[src/hw/rtl/qpsk_correlator_demodulator_unit_defines.svh]
// Assertion macros shared by the RTL of the correlator demodulator.
`ifndef QPSK_CORRELATOR_DEMODULATOR_UNIT_DEFINES_SVH
`define QPSK_CORRELATOR_DEMODULATOR_UNIT_DEFINES_SVH

// Same-cycle implication, checked on every rising edge out of reset.
`define QCD_ASSERT_IMPLIES(label, clk, rst_n, ante, cons, msg) \
  label: assert property (@(posedge clk) disable iff (!rst_n) (ante) |-> (cons)) \
    else $error(msg);

// Next-cycle implication, checked on every rising edge out of reset.
`define QCD_ASSERT_NEXT(label, clk, rst_n, ante, cons, msg) \
  label: assert property (@(posedge clk) disable iff (!rst_n) (ante) |=> (cons)) \
    else $error(msg);

`endif

[src/hw/rtl/qcd_pkg.sv]
`default_nettype none

package qcd_pkg;

  // Default widths of the sample fields and the accumulators.
  localparam int SAMPLE_BITS_DEF = 16;
  localparam int ACC_BITS_DEF    = 48;

  // sqrt(2)/2 in Q1.15, and the rounding applied after scaling by it.
  localparam int OFFSET_K    = 23170;
  localparam int K_W         = 16;
  localparam int ROUND_SHIFT = 15;
  localparam int ROUND_HALF  = 1 << (ROUND_SHIFT - 1);

  // Multiplier schedule.
  localparam int STEP_W = 3;
  localparam logic [STEP_W-1:0] STEP_I_FIRST  = 3'd0;
  localparam logic [STEP_W-1:0] STEP_I_SECOND = 3'd1;
  localparam logic [STEP_W-1:0] STEP_Q_FIRST  = 3'd2;
  localparam logic [STEP_W-1:0] STEP_Q_SECOND = 3'd3;
  localparam logic [STEP_W-1:0] STEP_I_SCALE  = 3'd4;
  localparam logic [STEP_W-1:0] STEP_Q_SCALE  = 3'd5;

  typedef enum logic [2:0] {
    ST_IDLE,
    ST_MUL,
    ST_DRAIN,
    ST_SAT,
    ST_DECIDE
  } state_e;

  typedef enum logic [1:0] {
    AM_LOAD,
    AM_ADD,
    AM_SUB,
    AM_ROUND
  } acc_mode_e;

  // What to do with the registered product in the cycle after it is formed.
  typedef struct packed {
    logic      vld;
    logic      to_q;
    acc_mode_e mode;
  } acc_op_t;

endpackage

`default_nettype wire

[src/hw/rtl/qcd_if.sv]
`default_nettype none

// Input channel: one complex sample, one carrier reference and the symbol strobe.
interface qcd_sample_if #(
  parameter int SAMPLE_BITS = qcd_pkg::SAMPLE_BITS_DEF
);
  logic                          valid;
  logic                          ready;
  logic signed [SAMPLE_BITS-1:0] sample_re;
  logic signed [SAMPLE_BITS-1:0] sample_im;
  logic signed [SAMPLE_BITS-1:0] carrier_re;
  logic signed [SAMPLE_BITS-1:0] carrier_im;
  logic                          symbol_strobe;

  modport source (
    output valid, sample_re, sample_im, carrier_re, carrier_im, symbol_strobe,
    input  ready
  );
  modport sink (
    input  valid, sample_re, sample_im, carrier_re, carrier_im, symbol_strobe,
    output ready
  );
endinterface

// Result channel: one decided bit pair per symbol.
interface qcd_result_if;
  logic valid;
  logic ready;
  logic i_bit;
  logic q_bit;

  modport source (output valid, i_bit, q_bit, input ready);
  modport sink (input valid, i_bit, q_bit, output ready);
endinterface

// Configuration write channel for the single register.
interface qcd_cfg_if;
  logic valid;
  logic ready;
  logic offset_enable;

  modport source (output valid, offset_enable, input ready);
  modport sink (input valid, offset_enable, output ready);
endinterface

`default_nettype wire

[src/hw/rtl/qpsk_correlator_demodulator_unit.sv]
`default_nettype none
`include "qpsk_correlator_demodulator_unit_defines.svh"

// QPSK coherent correlation demodulator. Each transfer on sample_i carries one
// complex received sample, one complex carrier reference and a symbol strobe.
// The sample is correlated against the conjugated reference (optionally rotated
// by 45 degrees when offset_enable is set) in phase and in quadrature, and both
// correlations are added into symmetric saturating accumulators. On a strobe the
// largest of I, Q, -I, -Q (ties to the earlier one) is mapped to the bit pair
// 11, 01, 00, 10 and transferred on result_o, and the accumulators clear.
// Timing: all products go through one shared multiplier with a registered
// output, one product per cycle. After its transfer a sample runs through
// 4 products, a drain state and the accumulate state, and the block then
// returns to idle, where it takes the next transfer; it takes no new sample
// before then. With offset_enable set, 2 more products do the sqrt(2)/2
// scaling, and on a strobe a decision state follows the accumulate state.
// The result sits in an output register, so the next sample is taken while it
// waits; only a second decision stalls until the first result has been
// transferred.
// offset_enable may only be written while the block is idle.
module qpsk_correlator_demodulator_unit #(
  parameter int SAMPLE_BITS = qcd_pkg::SAMPLE_BITS_DEF,
  parameter int ACC_BITS    = qcd_pkg::ACC_BITS_DEF
) (
  input  logic          clk_i,
  input  logic          rst_ni,
  qcd_cfg_if.sink       cfg_i,
  qcd_sample_if.sink    sample_i,
  qcd_result_if.source  result_o
);
  import qcd_pkg::*;

  // Operand widths: the sum and difference of the carrier parts need one more
  // bit, and the scaling constant needs K_W bits.
  localparam int OP_W  = SAMPLE_BITS + 1;
  localparam int B_W   = (OP_W > K_W) ? OP_W : K_W;
  // A raw correlation is the sum of two products of SAMPLE_BITS x OP_W bits.
  localparam int RAW_W = 2 * SAMPLE_BITS + 2;
  localparam int P_W   = RAW_W + B_W;
  localparam int SUM_W = ((ACC_BITS > RAW_W) ? ACC_BITS : RAW_W) + 1;
  localparam logic [ACC_BITS-1:0] ACC_MIN = {1'b1, {(ACC_BITS - 1){1'b0}}};

  // Saturating add to +-(2^(ACC_BITS-1) - 1). The sum is formed one bit wider
  // than either operand, so the compare against the limits is exact.
  function automatic logic signed [ACC_BITS-1:0] sat_add(
    input logic signed [ACC_BITS-1:0] acc,
    input logic signed [RAW_W-1:0]    corr
  );
    logic signed [SUM_W-1:0] total;
    logic signed [SUM_W-1:0] lim;
    logic signed [SUM_W-1:0] neg_lim;
    total   = SUM_W'(acc) + SUM_W'(corr);
    lim     = SUM_W'({1'b0, {(ACC_BITS - 1){1'b1}}});
    neg_lim = -lim;
    if (total > lim) begin
      return lim[ACC_BITS-1:0];
    end else if (total < neg_lim) begin
      return neg_lim[ACC_BITS-1:0];
    end
    return total[ACC_BITS-1:0];
  endfunction

  // Control state.
  state_e              state_q, state_d;
  logic [STEP_W-1:0]   step_q, step_d;
  logic [STEP_W-1:0]   last_step;
  acc_op_t             pend_q, pend_d;
  logic                offset_q;
  logic                out_valid_q;

  // Captured sample and reference.
  logic signed [SAMPLE_BITS-1:0] xr_q, xi_q, cr_q, ci_q;
  logic signed [OP_W-1:0]        cdiff_q, csum_q;
  logic                          strobe_q;

  // Shared multiplier and the correlation registers it feeds.
  logic signed [RAW_W-1:0] mul_a;
  logic signed [B_W-1:0]   mul_b;
  logic signed [P_W-1:0]   prod_q;
  logic signed [P_W-1:0]   prod_rnd;
  logic signed [RAW_W-1:0] prod_upd;
  logic signed [RAW_W-1:0] corr_tgt;
  logic signed [RAW_W-1:0] corr_new;
  logic signed [RAW_W-1:0] corr_i_q, corr_q_q;
  acc_op_t                 step_op;

  // Accumulators and the decision.
  logic signed [ACC_BITS-1:0] acc_i_q, acc_q_q;
  logic [ACC_BITS-1:0]        abs_i, abs_q;
  logic                       i_ge_q, q_ge_i;
  logic                       dec_i, dec_q;
  logic                       out_i_q, out_q_q;

  // FSM outputs.
  logic in_take;
  logic mul_en;
  logic sat_en;
  logic out_free;
  logic dec_en;

  assign cfg_i.ready     = 1'b1;
  assign sample_i.ready  = (state_q == ST_IDLE);
  assign result_o.valid  = out_valid_q;
  assign result_o.i_bit  = out_i_q;
  assign result_o.q_bit  = out_q_q;

  assign in_take   = sample_i.valid && sample_i.ready;
  assign out_free  = !out_valid_q || result_o.ready;
  assign last_step = offset_q ? STEP_Q_SCALE : STEP_Q_SECOND;

  // Operand selection for the current step. Without the offset rotation the
  // correlations are xr*cr + xi*ci and xi*cr - xr*ci. With it the carrier sum
  // and difference take the place of the carrier parts, and two more steps
  // scale both raw sums by sqrt(2)/2 with rounding half up.
  always_comb begin
    mul_a   = RAW_W'(xr_q);
    mul_b   = B_W'(cr_q);
    step_op = '{vld: 1'b1, to_q: 1'b0, mode: AM_LOAD};
    unique case (step_q)
      STEP_I_FIRST: begin
        mul_a   = RAW_W'(xr_q);
        mul_b   = offset_q ? B_W'(cdiff_q) : B_W'(cr_q);
        step_op = '{vld: 1'b1, to_q: 1'b0, mode: AM_LOAD};
      end
      STEP_I_SECOND: begin
        mul_a   = RAW_W'(xi_q);
        mul_b   = offset_q ? B_W'(csum_q) : B_W'(ci_q);
        step_op = '{vld: 1'b1, to_q: 1'b0, mode: AM_ADD};
      end
      STEP_Q_FIRST: begin
        mul_a   = RAW_W'(xi_q);
        mul_b   = offset_q ? B_W'(cdiff_q) : B_W'(cr_q);
        step_op = '{vld: 1'b1, to_q: 1'b1, mode: AM_LOAD};
      end
      STEP_Q_SECOND: begin
        mul_a   = RAW_W'(xr_q);
        mul_b   = offset_q ? B_W'(csum_q) : B_W'(ci_q);
        step_op = '{vld: 1'b1, to_q: 1'b1, mode: AM_SUB};
      end
      STEP_I_SCALE: begin
        mul_a   = corr_i_q;
        mul_b   = B_W'(OFFSET_K);
        step_op = '{vld: 1'b1, to_q: 1'b0, mode: AM_ROUND};
      end
      default: begin
        mul_a   = corr_q_q;
        mul_b   = B_W'(OFFSET_K);
        step_op = '{vld: 1'b1, to_q: 1'b1, mode: AM_ROUND};
      end
    endcase
  end

  // Apply the registered product of the previous step to its correlation.
  assign prod_rnd = (prod_q + P_W'(ROUND_HALF)) >>> ROUND_SHIFT;
  assign prod_upd = (pend_q.mode == AM_ROUND) ? prod_rnd[RAW_W-1:0] : prod_q[RAW_W-1:0];
  assign corr_tgt = pend_q.to_q ? corr_q_q : corr_i_q;

  always_comb begin
    case (pend_q.mode)
      AM_ADD:  corr_new = corr_tgt + prod_upd;
      AM_SUB:  corr_new = corr_tgt - prod_upd;
      default: corr_new = prod_upd;
    endcase
  end

  // Decision. The accumulators never hold the most negative value, so the
  // magnitudes do not overflow. Candidates are checked in the order I, Q, -I,
  // -Q so that a tie goes to the earlier one.
  assign abs_i  = acc_i_q[ACC_BITS-1] ? -acc_i_q : acc_i_q;
  assign abs_q  = acc_q_q[ACC_BITS-1] ? -acc_q_q : acc_q_q;
  assign i_ge_q = (abs_i >= abs_q);
  assign q_ge_i = (abs_q >= abs_i);

  always_comb begin
    if (!acc_i_q[ACC_BITS-1] && i_ge_q) begin
      dec_i = 1'b1;
      dec_q = 1'b1;
    end else if (!acc_q_q[ACC_BITS-1] && q_ge_i) begin
      dec_i = 1'b0;
      dec_q = 1'b1;
    end else if (i_ge_q) begin
      dec_i = 1'b0;
      dec_q = 1'b0;
    end else begin
      dec_i = 1'b1;
      dec_q = 1'b0;
    end
  end

  // Sequencer: next state and strobes.
  always_comb begin
    state_d = state_q;
    step_d  = step_q;
    pend_d  = '{vld: 1'b0, to_q: 1'b0, mode: AM_LOAD};
    mul_en  = 1'b0;
    sat_en  = 1'b0;
    dec_en  = 1'b0;
    unique case (state_q)
      ST_IDLE: begin
        if (in_take) begin
          step_d  = STEP_I_FIRST;
          state_d = ST_MUL;
        end
      end
      ST_MUL: begin
        mul_en = 1'b1;
        pend_d = step_op;
        if (step_q == last_step) begin
          state_d = ST_DRAIN;
        end else begin
          step_d = step_q + 1'b1;
        end
      end
      ST_DRAIN: begin
        state_d = ST_SAT;
      end
      ST_SAT: begin
        sat_en  = 1'b1;
        state_d = strobe_q ? ST_DECIDE : ST_IDLE;
      end
      ST_DECIDE: begin
        if (out_free) begin
          dec_en  = 1'b1;
          state_d = ST_IDLE;
        end
      end
      default: begin
        state_d = ST_IDLE;
      end
    endcase
  end

  always_ff @(posedge clk_i or negedge rst_ni) begin
    if (!rst_ni) begin
      state_q <= ST_IDLE;
      step_q  <= STEP_I_FIRST;
      pend_q  <= '{vld: 1'b0, to_q: 1'b0, mode: AM_LOAD};
    end else begin
      state_q <= state_d;
      step_q  <= step_d;
      pend_q  <= pend_d;
    end
  end

  // Configuration register.
  always_ff @(posedge clk_i or negedge rst_ni) begin
    if (!rst_ni) begin
      offset_q <= 1'b0;
    end else if (cfg_i.valid && cfg_i.ready) begin
      offset_q <= cfg_i.offset_enable;
    end
  end

  // Accumulators and the result register.
  always_ff @(posedge clk_i or negedge rst_ni) begin
    if (!rst_ni) begin
      acc_i_q     <= '0;
      acc_q_q     <= '0;
      out_valid_q <= 1'b0;
    end else begin
      if (sat_en) begin
        acc_i_q <= sat_add(acc_i_q, corr_i_q);
        acc_q_q <= sat_add(acc_q_q, corr_q_q);
      end else if (dec_en) begin
        acc_i_q <= '0;
        acc_q_q <= '0;
      end
      if (dec_en) begin
        out_valid_q <= 1'b1;
      end else if (result_o.ready) begin
        out_valid_q <= 1'b0;
      end
    end
  end

  // Payload registers.
  always_ff @(posedge clk_i) begin
    if (in_take) begin
      xr_q     <= sample_i.sample_re;
      xi_q     <= sample_i.sample_im;
      cr_q     <= sample_i.carrier_re;
      ci_q     <= sample_i.carrier_im;
      cdiff_q  <= OP_W'(sample_i.carrier_re) - OP_W'(sample_i.carrier_im);
      csum_q   <= OP_W'(sample_i.carrier_re) + OP_W'(sample_i.carrier_im);
      strobe_q <= sample_i.symbol_strobe;
    end
    if (mul_en) begin
      prod_q <= mul_a * mul_b;
    end
    if (pend_q.vld) begin
      if (pend_q.to_q) begin
        corr_q_q <= corr_new;
      end else begin
        corr_i_q <= corr_new;
      end
    end
    if (dec_en) begin
      out_i_q <= dec_i;
      out_q_q <= dec_q;
    end
  end

  // A transferred sample always starts the multiplier schedule from its first step.
  `QCD_ASSERT_NEXT(a_take_starts_mul, clk_i, rst_ni, in_take,
                   (state_q == ST_MUL) && (step_q == STEP_I_FIRST),
                   "sample transfer did not start the multiplier schedule")
  // The step counter never runs past the last product of the current mode.
  `QCD_ASSERT_IMPLIES(a_step_bound, clk_i, rst_ni, state_q == ST_MUL,
                      step_q <= last_step, "multiplier step past the schedule end")
  // Symmetric saturation keeps both accumulators off the most negative value.
  `QCD_ASSERT_IMPLIES(a_acc_sym, clk_i, rst_ni, 1'b1,
                      (acc_i_q != ACC_MIN) && (acc_q_q != ACC_MIN),
                      "accumulator reached the most negative value")
  // A decision presents a result and leaves both accumulators cleared.
  `QCD_ASSERT_NEXT(a_decide_clears, clk_i, rst_ni, dec_en,
                   out_valid_q && (acc_i_q == '0) && (acc_q_q == '0),
                   "decision did not load the result and clear the sums")

endmodule

`default_nettype wire
[src/flat_wrapper.sv]
// flat-port wrapper written by rule: the top's interface ports become plain ports
module qpsk_correlator_demodulator_unit_flat import qcd_pkg::*;
#(
  parameter int SAMPLE_BITS = qcd_pkg::SAMPLE_BITS_DEF,
  parameter int ACC_BITS    = qcd_pkg::ACC_BITS_DEF
)
  (clk_i, rst_ni, cfg_i_valid, cfg_i_offset_enable, cfg_i_ready, sample_i_valid, sample_i_sample_re, sample_i_sample_im, sample_i_carrier_re, sample_i_carrier_im, sample_i_symbol_strobe, sample_i_ready, result_o_valid, result_o_i_bit, result_o_q_bit, result_o_ready);
  qcd_cfg_if cfg_i_i ();
  qcd_sample_if #(.SAMPLE_BITS(SAMPLE_BITS)) sample_i_i ();
  qcd_result_if result_o_i ();
  input  logic clk_i;
  input  logic rst_ni;
  input wire logic [$bits(cfg_i_i.valid)-1:0] cfg_i_valid;
  input wire logic [$bits(cfg_i_i.offset_enable)-1:0] cfg_i_offset_enable;
  output wire logic [$bits(cfg_i_i.ready)-1:0] cfg_i_ready;
  input wire logic [$bits(sample_i_i.valid)-1:0] sample_i_valid;
  input wire logic [$bits(sample_i_i.sample_re)-1:0] sample_i_sample_re;
  input wire logic [$bits(sample_i_i.sample_im)-1:0] sample_i_sample_im;
  input wire logic [$bits(sample_i_i.carrier_re)-1:0] sample_i_carrier_re;
  input wire logic [$bits(sample_i_i.carrier_im)-1:0] sample_i_carrier_im;
  input wire logic [$bits(sample_i_i.symbol_strobe)-1:0] sample_i_symbol_strobe;
  output wire logic [$bits(sample_i_i.ready)-1:0] sample_i_ready;
  output wire logic [$bits(result_o_i.valid)-1:0] result_o_valid;
  output wire logic [$bits(result_o_i.i_bit)-1:0] result_o_i_bit;
  output wire logic [$bits(result_o_i.q_bit)-1:0] result_o_q_bit;
  input wire logic [$bits(result_o_i.ready)-1:0] result_o_ready;
  assign cfg_i_i.valid = cfg_i_valid;
  assign cfg_i_i.offset_enable = cfg_i_offset_enable;
  assign cfg_i_ready = cfg_i_i.ready;
  assign sample_i_i.valid = sample_i_valid;
  assign sample_i_i.sample_re = sample_i_sample_re;
  assign sample_i_i.sample_im = sample_i_sample_im;
  assign sample_i_i.carrier_re = sample_i_carrier_re;
  assign sample_i_i.carrier_im = sample_i_carrier_im;
  assign sample_i_i.symbol_strobe = sample_i_symbol_strobe;
  assign sample_i_ready = sample_i_i.ready;
  assign result_o_valid = result_o_i.valid;
  assign result_o_i_bit = result_o_i.i_bit;
  assign result_o_q_bit = result_o_i.q_bit;
  assign result_o_i.ready = result_o_ready;
  qpsk_correlator_demodulator_unit #(.SAMPLE_BITS(SAMPLE_BITS), .ACC_BITS(ACC_BITS)) u_core (.clk_i(clk_i), .rst_ni(rst_ni), .cfg_i(cfg_i_i), .sample_i(sample_i_i), .result_o(result_o_i));
endmodule
[config.mk]
export PLATFORM = sky130hd
export DESIGN_NAME = qpsk_correlator_demodulator_unit_flat
export DESIGN_NICKNAME = d
export VERILOG_FILES = /design/src/hw/rtl/qcd_pkg.sv /design/src/hw/rtl/qcd_if.sv /design/src/hw/rtl/qpsk_correlator_demodulator_unit.sv /design/src/flat_wrapper.sv
export VERILOG_INCLUDE_DIRS = /design/src /design/src/hw/rtl
export SDC_FILE = /design/constraint.sdc
export NUM_CORES = 2
export LEC_CHECK = 0
export BUFFER_PORTS_ARGS = -buffer_cell sky130_fd_sc_hd__buf_2
export CORE_MARGIN = 1
export CORE_UTILIZATION = 55
export CTS_CLUSTER_SIZE = 10
export DETAILED_ROUTE_END_ITERATION = 16
export GPL_ROUTABILITY_DRIVEN = 0
export PLACE_DENSITY_LB_ADDON = 0.2
export SETUP_SLACK_MARGIN = 0.2
export SYNTH_ARGS = -nofsm -noshare
export SYNTH_HDL_FRONTEND = slang
export SYNTH_SLANG_ARGS = --single-unit
[constraint.sdc]
create_clock -name clk_i -period 10.5 [get_ports clk_i]
set_clock_uncertainty 0.15 [all_clocks]
set_input_delay 0.525 -clock clk_i [delete_from_list [all_inputs] [get_ports clk_i]]
set_output_delay 0.525 -clock clk_i [all_outputs]
set_load 0.02 [all_outputs]
# --- After elaboration in Yosys (flattened, before gate mapping) ---
# Index checks and enable logic that the tools add are counted.
word_totals:
  reg_bits: 326
  output_inout_bits: 5
  wordCells: 119
op_classes:
  n_addsub: 10
  mul: 1
  order_cmp: 6
  eq_ne: 16
  mux: 44
  bitwise: 1
  reduce_logical: 20
op_table:
  columns: ["operator", "count"]
  rows:
  - ["$mux 48", 11]
  - ["$pmux 34 s3", 1]
  - ["$add 48x34->49", 2]
  - ["$gt 49x48->1 const B", 2]
  - ["$lt 49x48->1 const B", 2]
  - ["$ge 48x48->1", 2]
  - ["$neg 48->48", 2]
  - ["$mux 34", 2]
  - ["$pmux 34 s2", 1]
  - ["$add 49x16->49 const B", 1]
  - ["$mul 34x17->49", 1]
  - ["$add 34x34->34", 1]
  - ["$mux 17", 2]
  - ["$pmux 17 s2", 1]
  - ["$sub 34x34->34", 1]
  - ["$pmux 3 s5", 2]
  - ["$mux 3", 7]
  - ["$add 16x16->17", 1]
  - ["$sub 16x16->17", 1]
  - ["$mux 1", 15]
  - ["$eq 3x2->1 const B", 4]
  - ["$reduce_or 2->1", 4]
  - ["$eq 3x1->1 const B", 2]
  - ["$eq 3x3->1 const B", 2]
  - ["other kinds (16)", 28]

# --- Depth between registers and ports, before layout ---
logic_depth:
  ltp_word: 7
  ltp_mapped: 35

# --- Least setup slack after synthesis ---
# Ideal clock, no wire load.
synth_path:
  path_type: "flip-flop to flip-flop"
  from: "reg u_core.step_q[0]"
  to: "reg u_core.prod_q[48] (data pin)"
  arrival_time_ns: 8.323
  path_slack_ns: 1.763
  stages_incl_launch_ff: 34
  n_path_buf: 3
  synth_period_minus_slack_ns: 8.737
  cell_sequence: "dfrtp_1 > ha_1 > ha_1 > a21oi_1 > nand2_1 > clkbuf_1 > clkbuf_1 > clkbuf_1 > o21ai_1 > nor2_1 > fa_1 > inv_1 > fa_1 > inv_1 > fa_1 > inv_1 > fa_1 > inv_1 > fa_1 > inv_1 > fa_1 > inv_1 > ha_1 > a21oi_1 > o21ai_0 > a2111oi_0 > o21ai_0 > a31oi_1 > nor4b_1 > a21oi_1 > a31o_2 > o21ai_0 > a221oi_1 > xnor2_1"
synth_between:
  elab_chain_cells: 4
  word_cells_on_any_way: 12
  cone_classes: "1 x mul; 4 x eq/ne; 2 x mux; 5 x reduce/logical"
synth_lines:
  columns: ["element", "line", "source"]
  rows:
  - ["start, declared", "qpsk_correlator_demodulator_unit.sv:65", "logic [STEP_W-1:0] step_q, step_d;"]
  - ["start signal, assigned", "qpsk_correlator_demodulator_unit.sv:240", "step_q <= step_d;"]
  - ["$eq 3x2->1, or another cell as far along", "qpsk_correlator_demodulator_unit.sv:119", "unique case (step_q)"]
  - ["$reduce_or 2->1 (no source line)", null, null]
  - ["$pmux 34 s3 or $pmux 17 s2 (tied branches)", "qpsk_correlator_demodulator_unit.sv:119", null]
  - ["$mul 34x17->49 *", "qpsk_correlator_demodulator_unit.sv:288", "prod_q <= mul_a * mul_b;"]
  - ["end signal, assigned", "qpsk_correlator_demodulator_unit.sv:288", null]
  - ["end, declared", "qpsk_correlator_demodulator_unit.sv:79", "logic signed [P_W-1:0] prod_q;"]
# Every way passes the cells marked *; elsewhere a longest branch is shown, timed or not.
# A chain may end at the register's enable or synchronous reset.

# --- Worst setup path in the final report ---
layout_path:
  from: "reg u_core.step_q[2]"
  to: "reg u_core.prod_q[47] (data pin)"
# The elaborated chain is that of the path after synthesis.

==> metrics.txt <==
area of the die 84300 um2; critical path buffer and inverter count 6; relative slew slack 21.8%; Synth warnings 0; GRT Resource Usage Total 32.7%; measured slew at the worst slew-check pin 1.16 ns; top cell type's share of synthesized area 23.7%; fraction of final layout cells sized beyond drive strength 1 5.46%; flip-flop and latch count after synthesis 325; Core Region 82200 um2; fraction of the yosys area taken by sequential cells 20.2%; required arrival time at the worst endpoint 10.62 ns; final core area utilization 59.6%; Commonest cells post-synth inv_1, nand2_1, fa_1, nor2_1, ha_1; most prevalent standard cell on the critical path fa_1; Max-cap violations 0; synthesized area 45700 um2; CTS tree built; launching element type of the critical path flip-flop; min cycle time layout 9.77 ns; final setup TNS 0 ns; top-level I/O count 76; number of setup violations in the final report 0; Detailed Place HPWL 110000 um; Crit. End Element flip-flop; run status finished clean; net count after synthesis 6130; number of enable-type register cells in the synthesized netlist 217; most area-hungry cell type in the Yosys netlist fa_1; number of port buffers 74; Mapped Cells 5181; die boundary height 290 um; peak fanout along the critical path 37; critical-path cell with the highest stage delay fa_1; CP Data Arrival Time 9.89 ns; placement row count 105; growth of design area from synthesis to finish 7.18%; max frequency 102 MHz; total wirelength of the detailed-routed design 137000 um; Reg clk slew, reported paths 0.05 ns; commonest register cell after synthesis edfxtp_1; Final Hold Vio Count 0; Avg Vias per Cell 6.09; period utilisation layout 93.1%; Die Width 290 um; largest delay contributor family on the critical path adder cells; number of distinct library cells after synthesis 82; delay of the slowest critical-path stage 0.64 ns; Routed Antenna Nets 0; ys async rst share 33.2%; initial core utilization 55.6%; synthesized area per cell 8.83 um2; setup repair after global routing missed its margin no; number of sinks handled by clock tree synthesis 325; DRC violation count after routing 0; buffers from clock root to sink, at most 3; CTS H-tree lvls 2; GRT Residual Overflow 0; final slew viol count 0; Nets 6141; total clock buffers created by CTS 42; global-route wire length before repair 215000 um; path class of the lowest-slack min-delay path primary input to flip-flop; number of global-route vias before repair 38100; maximum number of pins on one net before global-route repair 83; overall via count from detail_route 38400; diode insertion count for antenna repair 0; number of DRC violations after detailed-routing iteration 0 3238; routed wire length per instance 21.7 um; Root Driver clkbuf_16; total iterations of the first detailed-routing run 6; number of antenna violations at the first check in global routing 3; main area contributors after synthesis fa_1, edfxtp_1, ha_1; critical path start-end classification flip-flop to flip-flop; most frequently used cell type in the post-synthesis netlist inv_1; clock latency on the worst-skew pair 0.60 ns
## logic make-up (layout without fill, tap and decap cells)
group | after synthesis | count (layout) | share of synthesized area [%]
XOR/XNOR | 328 | 328 | 6.28
other | 1 | 1 | 0.00820
adder cells (fa/ha/maj) | 884 | 884 | 33.0
AND/OR/NAND/NOR | 1567 | 1567 | 15.7
AO/OA/AOI/OAI | 1067 | 1067 | 15.3
multiplexers | 81 | 81 | 1.88
flip-flops | 325 | 325 | 20.2
buffers and inverters | 928 | 971 | 7.62
## stage by stage
| stage | hold slack (ns) | instance area, um2 | setup slack [ns] | std cells |
|---|---|---|---|---|
| after detailed placement | 0.313 | 47200 | 0.712 | 6168 |
| after global routing | 0.0102 | 49000 | 0.273 | 6294 |
| after floorplan | 0.0794 | 45700 | 1.76 | 5181 |
| final | 0.0184 | 49000 | 0.728 | 6294 |
| after global placement | 0.284 | 47200 | 0.896 | 6168 |
| after CTS | 0.000105 | 49000 | 0.653 | 6294 |
## layout by cell type, fill, tap and decap left out, types with 39 or more instances in the layout
cell type	instances
nand2b_1	53
mux2i_1	42
nor3_1	50
buf_4	62
clkbuf_16	43
nor2_1	498
or3_1	58
mux2_2	39
fa_1	542
xor2_1	138
a21o_1	118
xnor2_1	189
dlygate4sd3_1	50
ha_1	335
a21oi_1	271
nand2_1	555
inv_1	707
o31ai_1	41
o21bai_1	39
o21a_1	53
nand3_1	68
and3_1	54
o21ai_0	199
buf_2	73
nand4_1	56
edfxtp_1	217
dfrtp_1	107
## final timing paths
kind / start / endpoint / slack, ns / depth (start not counted)
setup / recovery: u_core.step_q[2] / u_core.prod_q[47] / 0.73 / 30
setup reg to reg: u_core.step_q[2] / u_core.prod_q[47] / 0.73 / 30
max in group asynchronous: rst_ni / u_core.acc_q_q[39] / 8.54 / 3
hold / removal: sample_i_carrier_re[14] / u_core.cr_q[14] / 0.02 / 1
min in group asynchronous: rst_ni / u_core.acc_i_q[43] / 0.37 / 2
hold reg to reg: u_core.strobe_q / u_core.state_q[2] / 0.31 / 2
## cell type report
| type | instances | area [um2] |
|---|---|---|
| Tap cell | 1070 | 1340 |
| Fill cell | 7255 | 33200 |
| Sequential cell | 325 | 9220 |
| Multi-Input combinational cell | 3928 | 33100 |
| Clock inverter | 11 | 144 |
| Inverter | 709 | 2660 |
| Clock buffer | 65 | 1180 |
| Timing Repair Buffer | 186 | 1340 |
## routing by layer
| metal | vias to the layer above | global-route usage, % | share of wire (%) |
|---|---|---|---|
| met1 | 18800 | 41.6 | 40 |
| met3 | 386 | 5.74 | 8.4 |
| met5 | - | 0 | 0.0066 |
| li1 | 17500 | - | - |
| met4 | 2 | 14.8 | 5.3 |
| met2 | 1634 | 54.4 | 47 |
## sequential cells by signal, summed over array words and instances, names as in the netlist, 3 cells and up
register / flops
u_core.cr_q: 16
u_core.step_q: 3
u_core.ci_q: 16
u_core.cdiff_q: 16
u_core.xr_q: 16
u_core.corr_i_q: 34
u_core.csum_q: 17
u_core.acc_i_q: 48
u_core.xi_q: 16
u_core.state_q: 3
u_core.prod_q: 49
u_core.acc_q_q: 48
u_core.corr_q_q: 34
u_core.pend_q: 4
## what timing repair did
item / 4_1_cts / 5_1_grt
setup endpoints to repair: 0 / 2
setup buffers: 0 / 0
hold buffers: 50 / 0
gates resized for setup: 0 / 3
endpoints found under the hold margin: 101 / 0
## worst register-to-register path: cells and delay by family (launching register included)
family	cells	cell delay [ns]
adders and majority gates	8	3.90
xor gates and xnor gates	1	0.11
and+or+nand+nor	5	0.98
AOI/OAI and AO/OA	10	2.97
buffers and inverters	6	0.98
DFF	1	0.35
Power is left out: the tool's default activity adds up to more than one toggle a clock period on the data nets, which glitch-free logic cannot reach.
